### src/socf_pkg.sv
`default_nettype none

package socf_pkg;

   localparam int unsigned STEP_W = 5;
   localparam logic [STEP_W-1:0] STEP_IDLE = 5'd0;
   localparam logic [STEP_W-1:0] STEP_OUT  = 5'd17;

   localparam int unsigned OPD_W  = 34;
   localparam int unsigned PROD_W = 2 * OPD_W;
   localparam int unsigned MAG_W  = 28;

   // dt = us * 4294 + floor(us * 15114 / 15625), the division done by reciprocal.
   localparam logic [OPD_W-1:0] DT_INT_MUL     = 34'd4294;
   localparam logic [OPD_W-1:0] DT_FRAC_MUL    = 34'd15114;
   localparam logic [OPD_W-1:0] DT_RECIP       = 34'd1125899907;
   localparam int unsigned      DT_RECIP_SHIFT = 44;

   localparam logic [7:0] GAIN_RESET   = 8'd10;
   localparam logic       CSR_GAIN_IDX = 1'b0;

   typedef enum logic [2:0] {
      OPA_US,
      OPA_PROD,
      OPA_GAIN,
      OPA_DT,
      OPA_T
   } opa_sel_type;

   typedef enum logic [3:0] {
      OPB_INT,
      OPB_FRAC,
      OPB_RECIP,
      OPB_GAIN,
      OPB_ERR,
      OPB_DT,
      OPB_SH,
      OPB_SL,
      OPB_DIVM
   } opb_sel_type;

   typedef enum logic [3:0] {
      ACT_NONE,
      ACT_LOAD,
      ACT_ERR,
      ACT_T_PROD,
      ACT_DT,
      ACT_INTEG,
      ACT_SUM_S,
      ACT_T_ADD,
      ACT_EST,
      ACT_DIFF,
      ACT_ACCUM,
      ACT_ABS,
      ACT_OUT
   } act_type;

   typedef enum logic [1:0] {
      BR_NEXT,
      BR_WAIT_REQ,
      BR_WAIT_RSP,
      BR_JUMP
   } br_type;

   typedef struct packed {
      opa_sel_type       a_sel;
      opb_sel_type       b_sel;
      act_type           act;
      br_type            br;
      logic [STEP_W-1:0] target;
   } uc_word_type;

   // The multiplier product is registered, so each step consumes the product
   // of the operands selected one step earlier.
   function automatic uc_word_type uc_fetch(input logic [STEP_W-1:0] step);
      uc_word_type w;
      case (step)
         5'd0: w = '{OPA_US, OPB_INT, ACT_LOAD, BR_WAIT_REQ, STEP_IDLE};
         5'd1: w = '{OPA_US, OPB_INT, ACT_ERR, BR_NEXT, STEP_IDLE};
         5'd2: w = '{OPA_US, OPB_FRAC, ACT_T_PROD, BR_NEXT, STEP_IDLE};
         5'd3: w = '{OPA_PROD, OPB_RECIP, ACT_NONE, BR_NEXT, STEP_IDLE};
         5'd4: w = '{OPA_GAIN, OPB_GAIN, ACT_DT, BR_NEXT, STEP_IDLE};
         5'd5: w = '{OPA_PROD, OPB_ERR, ACT_NONE, BR_NEXT, STEP_IDLE};
         5'd6: w = '{OPA_PROD, OPB_DT, ACT_NONE, BR_NEXT, STEP_IDLE};
         5'd7: w = '{OPA_GAIN, OPB_ERR, ACT_INTEG, BR_NEXT, STEP_IDLE};
         5'd8: w = '{OPA_GAIN, OPB_GAIN, ACT_SUM_S, BR_NEXT, STEP_IDLE};
         5'd9: w = '{OPA_DT, OPB_SH, ACT_NONE, BR_NEXT, STEP_IDLE};
         5'd10: w = '{OPA_DT, OPB_SL, ACT_T_PROD, BR_NEXT, STEP_IDLE};
         5'd11: w = '{OPA_DT, OPB_SL, ACT_T_ADD, BR_NEXT, STEP_IDLE};
         5'd12: w = '{OPA_DT, OPB_SL, ACT_EST, BR_NEXT, STEP_IDLE};
         5'd13: w = '{OPA_DT, OPB_SL, ACT_DIFF, BR_NEXT, STEP_IDLE};
         5'd14: w = '{OPA_DT, OPB_SL, ACT_ACCUM, BR_NEXT, STEP_IDLE};
         5'd15: w = '{OPA_T, OPB_DIVM, ACT_ABS, BR_NEXT, STEP_IDLE};
         5'd16: w = '{OPA_T, OPB_DIVM, ACT_NONE, BR_NEXT, STEP_IDLE};
         5'd17: w = '{OPA_T, OPB_DIVM, ACT_OUT, BR_WAIT_RSP, STEP_IDLE};
         default: w = '{OPA_US, OPB_INT, ACT_NONE, BR_JUMP, STEP_IDLE};
      endcase
      return w;
   endfunction

endpackage

`default_nettype wire

### src/second_order_complementary_filter.sv
// Second-order complementary filter for one axis with a moving average over the
// last SMOOTH_LEN estimates. Each input beat on req_ carries an accelerometer
// angle, a gyro rate and the loop interval in microseconds; each one yields
// exactly one output beat on rsp_ with the smoothed angle, saturated to 16 bits,
// which also becomes the reference angle for the next beat. The gain K is set
// through the csr_ port (register 0, reset value 10) and should only be written
// while the filter is idle. All work runs as an 18-step microprogram on a single
// shared 34 x 34 multiplier with a registered product. The result is registered in
// the last step, and a new input beat is taken only once the program has returned
// to its first step. If the previous result has not been taken yet, the program
// waits in its last step until the output register is free, but the next input
// beat is still accepted while a finished result waits.
`default_nettype none

module second_order_complementary_filter #(
   parameter int unsigned SMOOTH_LEN = 2
) (
   input  wire logic        clock,
   input  wire logic        reset,

   input  wire logic        req_tvalid,
   output      logic        req_tready,
   // [15:0] acc_angle, [31:16] gyro_rate, [47:32] interval_us
   input  wire logic [47:0] req_tdata,

   output      logic        rsp_tvalid,
   input  wire logic        rsp_tready,
   // [15:0] filtered_angle
   output      logic [15:0] rsp_tdata,

   input  wire logic        csr_psel,
   input  wire logic        csr_penable,
   input  wire logic        csr_pwrite,
   input  wire logic [2:0]  csr_paddr,
   input  wire logic [31:0] csr_pwdata,
   output      logic [31:0] csr_prdata,
   output      logic        csr_pready
);

   localparam int unsigned SLOT_W    = (SMOOTH_LEN > 1) ? $clog2(SMOOTH_LEN) : 1;
   localparam int unsigned DIV_SHIFT = socf_pkg::MAG_W + $clog2(SMOOTH_LEN);
   localparam logic [63:0] DIV_MAGIC =
      ((64'd1 << DIV_SHIFT) + 64'(SMOOTH_LEN) - 64'd1) / 64'(SMOOTH_LEN);
   localparam logic [SLOT_W-1:0] SLOT_LAST = SLOT_W'(SMOOTH_LEN - 1);

   socf_pkg::uc_word_type uc;

   logic [socf_pkg::STEP_W-1:0] step_ff, step_in;
   logic                        go;
   logic                        req_fire;

   logic [7:0]  gain_ff;
   logic        rsp_valid_ff;
   logic [15:0] rsp_data_ff;
   logic [15:0] last_ff;
   logic [47:0] integ_ff;
   logic [39:0] hist_ff [SMOOTH_LEN];
   logic [43:0] sum_ff;
   logic [SLOT_W-1:0] slot_ff;

   logic [15:0] us_ff;
   logic [15:0] acc_ff;
   logic [15:0] gyro_ff;
   logic [16:0] err_ff;
   logic [28:0] dt_ff;
   logic [63:0] t_ff;
   logic [48:0] s_ff;
   logic [39:0] est_ff;
   logic        neg_ff;

   logic signed [socf_pkg::OPD_W-1:0]  mul_a, mul_b;
   logic signed [socf_pkg::PROD_W-1:0] prod_ff, prod_in;

   logic [49:0] integ_sum;
   logic [47:0] integ_sat;
   logic [26:0] ke_term;
   logic [48:0] s_calc;
   logic [48:0] est_raw;
   logic [39:0] est_sat;
   logic [39:0] hist_rd;
   logic [63:0] diff;
   logic [43:0] sum_mag;
   logic [socf_pkg::MAG_W-1:0] q_mag, q_neg;
   logic [15:0] q_res;
   logic        csr_wr;

   assign uc = socf_pkg::uc_fetch(step_ff);

   assign req_tready = (uc.br == socf_pkg::BR_WAIT_REQ);
   assign req_fire   = req_tvalid && req_tready;
   assign rsp_tvalid = rsp_valid_ff;
   assign rsp_tdata  = rsp_data_ff;

   assign csr_pready = 1'b1;
   assign csr_wr     = csr_psel && csr_penable && csr_pwrite && csr_pready;
   assign csr_prdata = (csr_paddr[2] == socf_pkg::CSR_GAIN_IDX) ? {24'd0, gain_ff} : 32'd0;

   always_comb begin
      case (uc.br)
         socf_pkg::BR_WAIT_REQ: go = req_fire;
         socf_pkg::BR_WAIT_RSP: go = !rsp_valid_ff;
         default:               go = 1'b1;
      endcase
      if (!go) begin
         step_in = step_ff;
      end else begin
         case (uc.br)
            socf_pkg::BR_NEXT,
            socf_pkg::BR_WAIT_REQ: step_in = step_ff + 1'b1;
            default:               step_in = uc.target;
         endcase
      end
   end

   always_comb begin
      case (uc.a_sel)
         socf_pkg::OPA_US:   mul_a = {18'd0, us_ff};
         socf_pkg::OPA_PROD: mul_a = prod_ff[socf_pkg::OPD_W-1:0];
         socf_pkg::OPA_GAIN: mul_a = {26'd0, gain_ff};
         socf_pkg::OPA_DT:   mul_a = {5'd0, dt_ff};
         socf_pkg::OPA_T:    mul_a = t_ff[socf_pkg::OPD_W-1:0];
         default:            mul_a = '0;
      endcase
      case (uc.b_sel)
         socf_pkg::OPB_INT:   mul_b = socf_pkg::DT_INT_MUL;
         socf_pkg::OPB_FRAC:  mul_b = socf_pkg::DT_FRAC_MUL;
         socf_pkg::OPB_RECIP: mul_b = socf_pkg::DT_RECIP;
         socf_pkg::OPB_GAIN:  mul_b = {26'd0, gain_ff};
         socf_pkg::OPB_ERR:   mul_b = {{17{err_ff[16]}}, err_ff};
         socf_pkg::OPB_DT:    mul_b = {5'd0, dt_ff};
         socf_pkg::OPB_SH:    mul_b = {s_ff[48], s_ff[48:16]};
         socf_pkg::OPB_SL:    mul_b = {18'd0, s_ff[15:0]};
         socf_pkg::OPB_DIVM:  mul_b = DIV_MAGIC[socf_pkg::OPD_W-1:0];
         default:             mul_b = '0;
      endcase
   end

   assign prod_in = mul_a * mul_b;

   always_comb begin
      integ_sum = {{2{integ_ff[47]}}, integ_ff} + {{4{prod_ff[61]}}, prod_ff[61:16]};
      if (integ_sum[49:47] != {3{integ_sum[49]}}) begin
         integ_sat = integ_sum[49] ? {1'b1, 47'd0} : {1'b0, {47{1'b1}}};
      end else begin
         integ_sat = integ_sum[47:0];
      end

      ke_term = {prod_ff[25:0], 1'b0} + {{11{gyro_ff[15]}}, gyro_ff};
      s_calc  = {integ_ff[47], integ_ff} + {{6{ke_term[26]}}, ke_term, 16'd0};

      est_raw = {t_ff[63], t_ff[63:16]} + {{17{last_ff[15]}}, last_ff, 16'd0};
      if (est_raw[48:39] != {10{est_raw[48]}}) begin
         est_sat = est_raw[48] ? {1'b1, 39'd0} : {1'b0, {39{1'b1}}};
      end else begin
         est_sat = est_raw[39:0];
      end

      hist_rd = hist_ff[slot_ff];
      diff    = {{24{est_ff[39]}}, est_ff} - {{24{hist_rd[39]}}, hist_rd};
      sum_mag = sum_ff[43] ? (44'd0 - sum_ff) : sum_ff;

      q_mag = prod_ff[DIV_SHIFT +: socf_pkg::MAG_W];
      q_neg = '0 - q_mag;
      if (neg_ff) begin
         q_res = (q_mag > 28'd32768) ? 16'h8000 : q_neg[15:0];
      end else begin
         q_res = (q_mag > 28'd32767) ? 16'h7FFF : q_mag[15:0];
      end
   end

   always_ff @(posedge clock) begin
      if (reset) begin
         step_ff      <= socf_pkg::STEP_IDLE;
         gain_ff      <= socf_pkg::GAIN_RESET;
         rsp_valid_ff <= 1'b0;
         last_ff      <= '0;
         integ_ff     <= '0;
         sum_ff       <= '0;
         slot_ff      <= '0;
         for (int i = 0; i < SMOOTH_LEN; i++) begin
            hist_ff[i] <= '0;
         end
      end else begin
         step_ff <= step_in;
         if (csr_wr && (csr_paddr[2] == socf_pkg::CSR_GAIN_IDX)) begin
            gain_ff <= csr_pwdata[7:0];
         end
         if (rsp_valid_ff && rsp_tready) begin
            rsp_valid_ff <= 1'b0;
         end
         case (uc.act)
            socf_pkg::ACT_INTEG: integ_ff <= integ_sat;
            socf_pkg::ACT_DIFF:  hist_ff[slot_ff] <= est_ff;
            socf_pkg::ACT_ACCUM: begin
               sum_ff  <= sum_ff + t_ff[43:0];
               slot_ff <= (slot_ff == SLOT_LAST) ? '0 : slot_ff + 1'b1;
            end
            socf_pkg::ACT_OUT: begin
               if (go) begin
                  rsp_valid_ff <= 1'b1;
                  last_ff      <= q_res;
               end
            end
            default: ;
         endcase
      end
   end

   always_ff @(posedge clock) begin
      prod_ff <= prod_in;
      case (uc.act)
         socf_pkg::ACT_LOAD: begin
            if (req_fire) begin
               acc_ff  <= req_tdata[15:0];
               gyro_ff <= req_tdata[31:16];
               us_ff   <= req_tdata[47:32];
            end
         end
         socf_pkg::ACT_ERR:    err_ff <= {acc_ff[15], acc_ff} - {last_ff[15], last_ff};
         socf_pkg::ACT_T_PROD: t_ff <= prod_ff[63:0];
         socf_pkg::ACT_DT: begin
            dt_ff <= t_ff[28:0]
                   + {12'd0, prod_ff[socf_pkg::DT_RECIP_SHIFT +: 17]};
         end
         socf_pkg::ACT_SUM_S:  s_ff <= s_calc;
         socf_pkg::ACT_T_ADD:  t_ff <= t_ff + {35'd0, prod_ff[44:16]};
         socf_pkg::ACT_EST:    est_ff <= est_sat;
         socf_pkg::ACT_DIFF:   t_ff <= diff;
         socf_pkg::ACT_ABS: begin
            neg_ff <= sum_ff[43];
            t_ff   <= {36'd0, sum_mag[43:16]};
         end
         socf_pkg::ACT_OUT: begin
            if (go) begin
               rsp_data_ff <= q_res;
            end
         end
         default: ;
      endcase
   end

   a_step_range: assert property (@(posedge clock) disable iff (reset)
      step_ff <= socf_pkg::STEP_OUT)
      else $error("microcode step counter left the program");

   a_accept_starts: assert property (@(posedge clock) disable iff (reset)
      req_fire |=> (step_ff == socf_pkg::STEP_IDLE + 1'b1))
      else $error("accepted beat did not start the program");

   a_rsp_from_out: assert property (@(posedge clock) disable iff (reset)
      $rose(rsp_tvalid) |-> ($past(step_ff) == socf_pkg::STEP_OUT))
      else $error("result raised outside the output step");

   a_last_matches: assert property (@(posedge clock) disable iff (reset)
      rsp_tvalid |-> (last_ff == rsp_data_ff))
      else $error("reference angle differs from pending result");

   a_slot_range: assert property (@(posedge clock) disable iff (reset)
      slot_ff <= SLOT_LAST)
      else $error("ring slot out of range");

endmodule

`default_nettype wire

### config.mk
export PLATFORM = sky130hd
export DESIGN_NAME = second_order_complementary_filter
export DESIGN_NICKNAME = d
export VERILOG_FILES = /design/src/socf_pkg.sv /design/src/second_order_complementary_filter.sv
export SDC_FILE = /design/constraint.sdc
export NUM_CORES = 2
export LEC_CHECK = 0
export ABC_AREA = 1
export BUFFER_PORTS_ARGS = -buffer_cell sky130_fd_sc_hd__buf_4
export CORE_MARGIN = 2
export CORE_UTILIZATION = 50
export DETAILED_ROUTE_END_ITERATION = 8
export PLACE_DENSITY_LB_ADDON = 0.3
export REMOVE_ABC_BUFFERS = 1
export SLEW_MARGIN = 30
export SYNTH_ARGS = -nofsm -noshare
export SYNTH_HDL_FRONTEND = slang
export SYNTH_SLANG_ARGS = --single-unit
### constraint.sdc
create_clock -name clock -period 24.1 [get_ports clock]
set_clock_uncertainty 0.05 [all_clocks]
set_input_delay 2.41 -clock clock [delete_from_list [all_inputs] [get_ports clock]]
set_output_delay 2.41 -clock clock [all_outputs]
set_load 0.02 [all_outputs]
==> flow_results.org <==
** Status
- Status :: completed

** Setup path
- CP dominant cell by count :: fa_1
- At the worst endpoint, the arrival time is about 12 ns.
- The startpoint identified for the worst register-to-register timing path is uc[14].
- The worst setup path is launched from a register.
- Data on the critical path is required at its endpoint by 24.63 ns.
- Critical path class :: register to register
- Along the worst path, the maximum fanout reaches 30.
- The worst setup path is captured at a register.
- On the critical path, the stage with the largest delay is an instance of fa_1.
- Peak per-stage delay on the critical path :: 1.04 ns
- In this run the worst setup path begins at uc[14].

** Yosys
- Count of flip-flops with a built-in enable after synthesis :: 344
- In the synthesized netlist, the number of instances is 10.6k.
- Most used flip-flop cell after synthesis :: edfxtp_1
- After synthesis, the netlist uses 64 different library cells.
- Largest area contributor in the netlist :: fa_1
- Cell area after synthesis :: 81600 µm²
- Counting flops and latches in the post-synthesis netlist gives roughly 540.
- Yosys printed 0 warnings.
- Leading post-synthesis cells by cell area :: fa_1, edfxtp_1, inv_1
- Averaged over all synthesized cells, the footprint is between 7 and 8 µm².
- Fraction of the yosys area taken by sequential cells :: roughly 18%
- The synthesized design devotes to its leading area cell type 29.5% of total area.
- Share of synthesized flip-flops with an asynchronous set or reset :: 0%

** Finish
- In the final layout, the share of cells above drive strength 1 is 4.37%.
- The library cell used most frequently in the layout, excluding fill and tap cells, is inv_1.
- Number of standard cells in the final layout excluding fillers :: 12.8k
- Fill count :: 15.5k
- Leading cell types in the layout, fill and taps excluded :: inv_1, nand2_1, nor2_1, fa_1, a21oi_1
- Number of nets at the end of the flow :: roughly 12k
- Cells fill 53.7% of the core in the end.
- P&R area growth vs syn :: 6.87%

** Die
- Once the floorplan was initialized, standard cells occupied approximately half of the core.
- Placement row count :: 148
- Pin placement for this block handled 141 I/O pins.
- Die X :: roughly 400 µm
- The die covers 166000 µm².
- The core region is about 160000 µm².
- Die Y :: between 400 and 500 µm

** Global route
- For met2 alone, demand over resource in global routing was 61.4%.
- Routing usage on met3 :: between 4 and 5%
- Met1 GRT Util :: 46.5%
- Vias in the first global route :: 73.8k
- Largest net degree at the start of global routing :: 74
- Global routing used about 37% of the available tracks.
- Global routing's busiest layer :: met2
- Antenna violations before repair :: 13
- Remaining Overflow, GRT :: 0
- The first global-routing pass estimated between 400 and 500 mm of wire.

** STA
- Number of max-slew violations in the final report :: 0
- Slew @ Worst Pin :: between 1 and 1.5 ns
- Subtracting the final worst setup slack from the clock period gives 10.99 ns.
- Final setup TNS :: 0 ns
- Setup repair after global routing left no endpoint under its margin.
- Hold violation total from the final report :: 0
- Remaining max-slew budget at the tightest pin :: 32.5%
- Post-route fraction of the period consumed by the critical path :: 45.6%
- Setup violations remaining at the end of the flow were counted as 0.
- Timing would allow up to 0.0910 GHz.

** CTS
- Buffers inserted to repair hold after CTS numbered 0.
- The later pin in the worst-skew pair is clocked with a latency of 0.72 ns.
- Clock tree from TritonCTS :: done
- No sink is reached through more buffers than the 3 on the longest clock path.
- Post-CTS timing repair inserted 0 buffers for setup.
- Clock tree synthesis found a total of 544 sinks.
- Clock tree synthesis inserted a total of 68 buffers.
- The root buffer cell chosen for the clock tree is clkbuf_16.
- In this run the number of H-tree levels came out at 3.
- Once the clock tree was built, the resizer swapped 0 gates to a different size.
- After clock tree synthesis, the clock-pin slew on the worst setup and hold paths is 0.06 ns.

** Hold path
- Hold Crit Class :: register to register
- Hold path startpoint :: integ_ff[0]

** Flow run
- Max-cap violations :: 0

** Placement
- Buffers placed on the I/O ports in this run total 89.
- In this run, placement finished with an instance count of 12.7k.
- HPWL reported at the end of detailed placement :: 252 mm
- Routability-driven placement finished with a final weighted congestion of about 1.

** Routing
- Dividing the detail-routed wire length by the instance count gives 24.3 µm.
- Drt drc :: 0
- Number of iterations in the first detailed-routing pass :: 8
- Total vias in the final route :: 73.4k
- The detail route stage leaves a number of antenna-violating nets equal to 0.
- DRT Wirelength :: 311 mm
- In this run, the number of DRC markers left after iteration 0 of detailed routing was approximately 7.1k.
- Avg Vias per Cell :: 5.72
==> worst paths after layout <==
path	cells after the start	end	slack, ns
setup / recovery	31	prod_ff[63]	13.11
hold / removal	0	s_ff[0]	0.42
setup reg to reg	31	prod_ff[63]	13.11
hold reg to reg	0	s_ff[0]	0.42
==> critical path, delay by kind of cell, from the launching register on <==
family / cells / cell delay [ns]
buffers and inverters: 8 / 1.97
adders and majority gates: 9 / 5.48
AOI/OAI and AO/OA: 6 / 1.21
DFF: 1 / 0.40
and+or+nand+nor: 8 / 1.66
==> routing by layer <==
layer,wire length (µm),share of wire (%)
met1,118000,38
met2,146000,47
met3,25300,8.1
met4,22700,7.3
met5,43,0.014
==> state kept, by name, summed over array words and instances, names as in the netlist, 17 cells and up, named ones only <==
signal	flops
prod_ff	64
integ_ff	48
s_ff	49
err_ff	17
dt_ff	29
est_ff	40
sum_ff	44
t_ff	64
hist_ff	80
==> layout make-up <==
cell class | instances | area, µm² | share of cell area (%)
well taps | 2175 | 2720 | 3.12
inverters | 2259 | 8480 | 9.72
repair buffers | 228 | 1750 | 2.01
multi-input cells | 7493 | 57700 | 66.2
flip-flops and latches | 544 | 14300 | 16.4
clock buffers | 89 | 1830 | 2.10
diodes | 5 | 12.5 | 0.0143
clock inverters | 36 | 378 | 0.433
==> logic make-up after synthesis <==
group	after synthesis	synth area share, %
AOI/OAI and AO/OA	1374	9.54
xor gates and xnor gates	258	2.77
adders and majority gates	1693	37.0
buffers and inverters	2573	12.1
DFF	544	17.6
muxes	40	0.492
other	2	0.00920
and+or+nand+nor	4103	20.5
==> synth_stat cells, types with 31 or more instances <==
cell type  count
fa_1        1201
mux2i_1       39
nor4_1        34
xnor2_1       84
buf_4         31
o211ai_1      43
nor2_1      1373
edfxtp_1     344
clkbuf_1     221
dfxtp_1      200
a31oi_1       50
nand2_1     2012
a21oi_1      567
o21ai_0      468
o21bai_1      50
buf_2         48
a21o_1        53
nand3_1      396
ha_1         492
xor2_1       174
nand4_1      101
inv_1       2228
nor3_1        84
==> stage by stage <==
stage	worst slack (ns)	hold slack, ns	area [µm²]
final	13.11	0.417	87200
after global routing	12.76	0.424	87200
after CTS	13.29	0.415	87200
after detailed placement	13.33	0.402	85000
after global placement	13.40	0.392	84900
after floorplan	14.97	0.381	80300
Power is not shown: default switching activity piles up to over one toggle a cycle in this logic, so the estimate is an artifact.
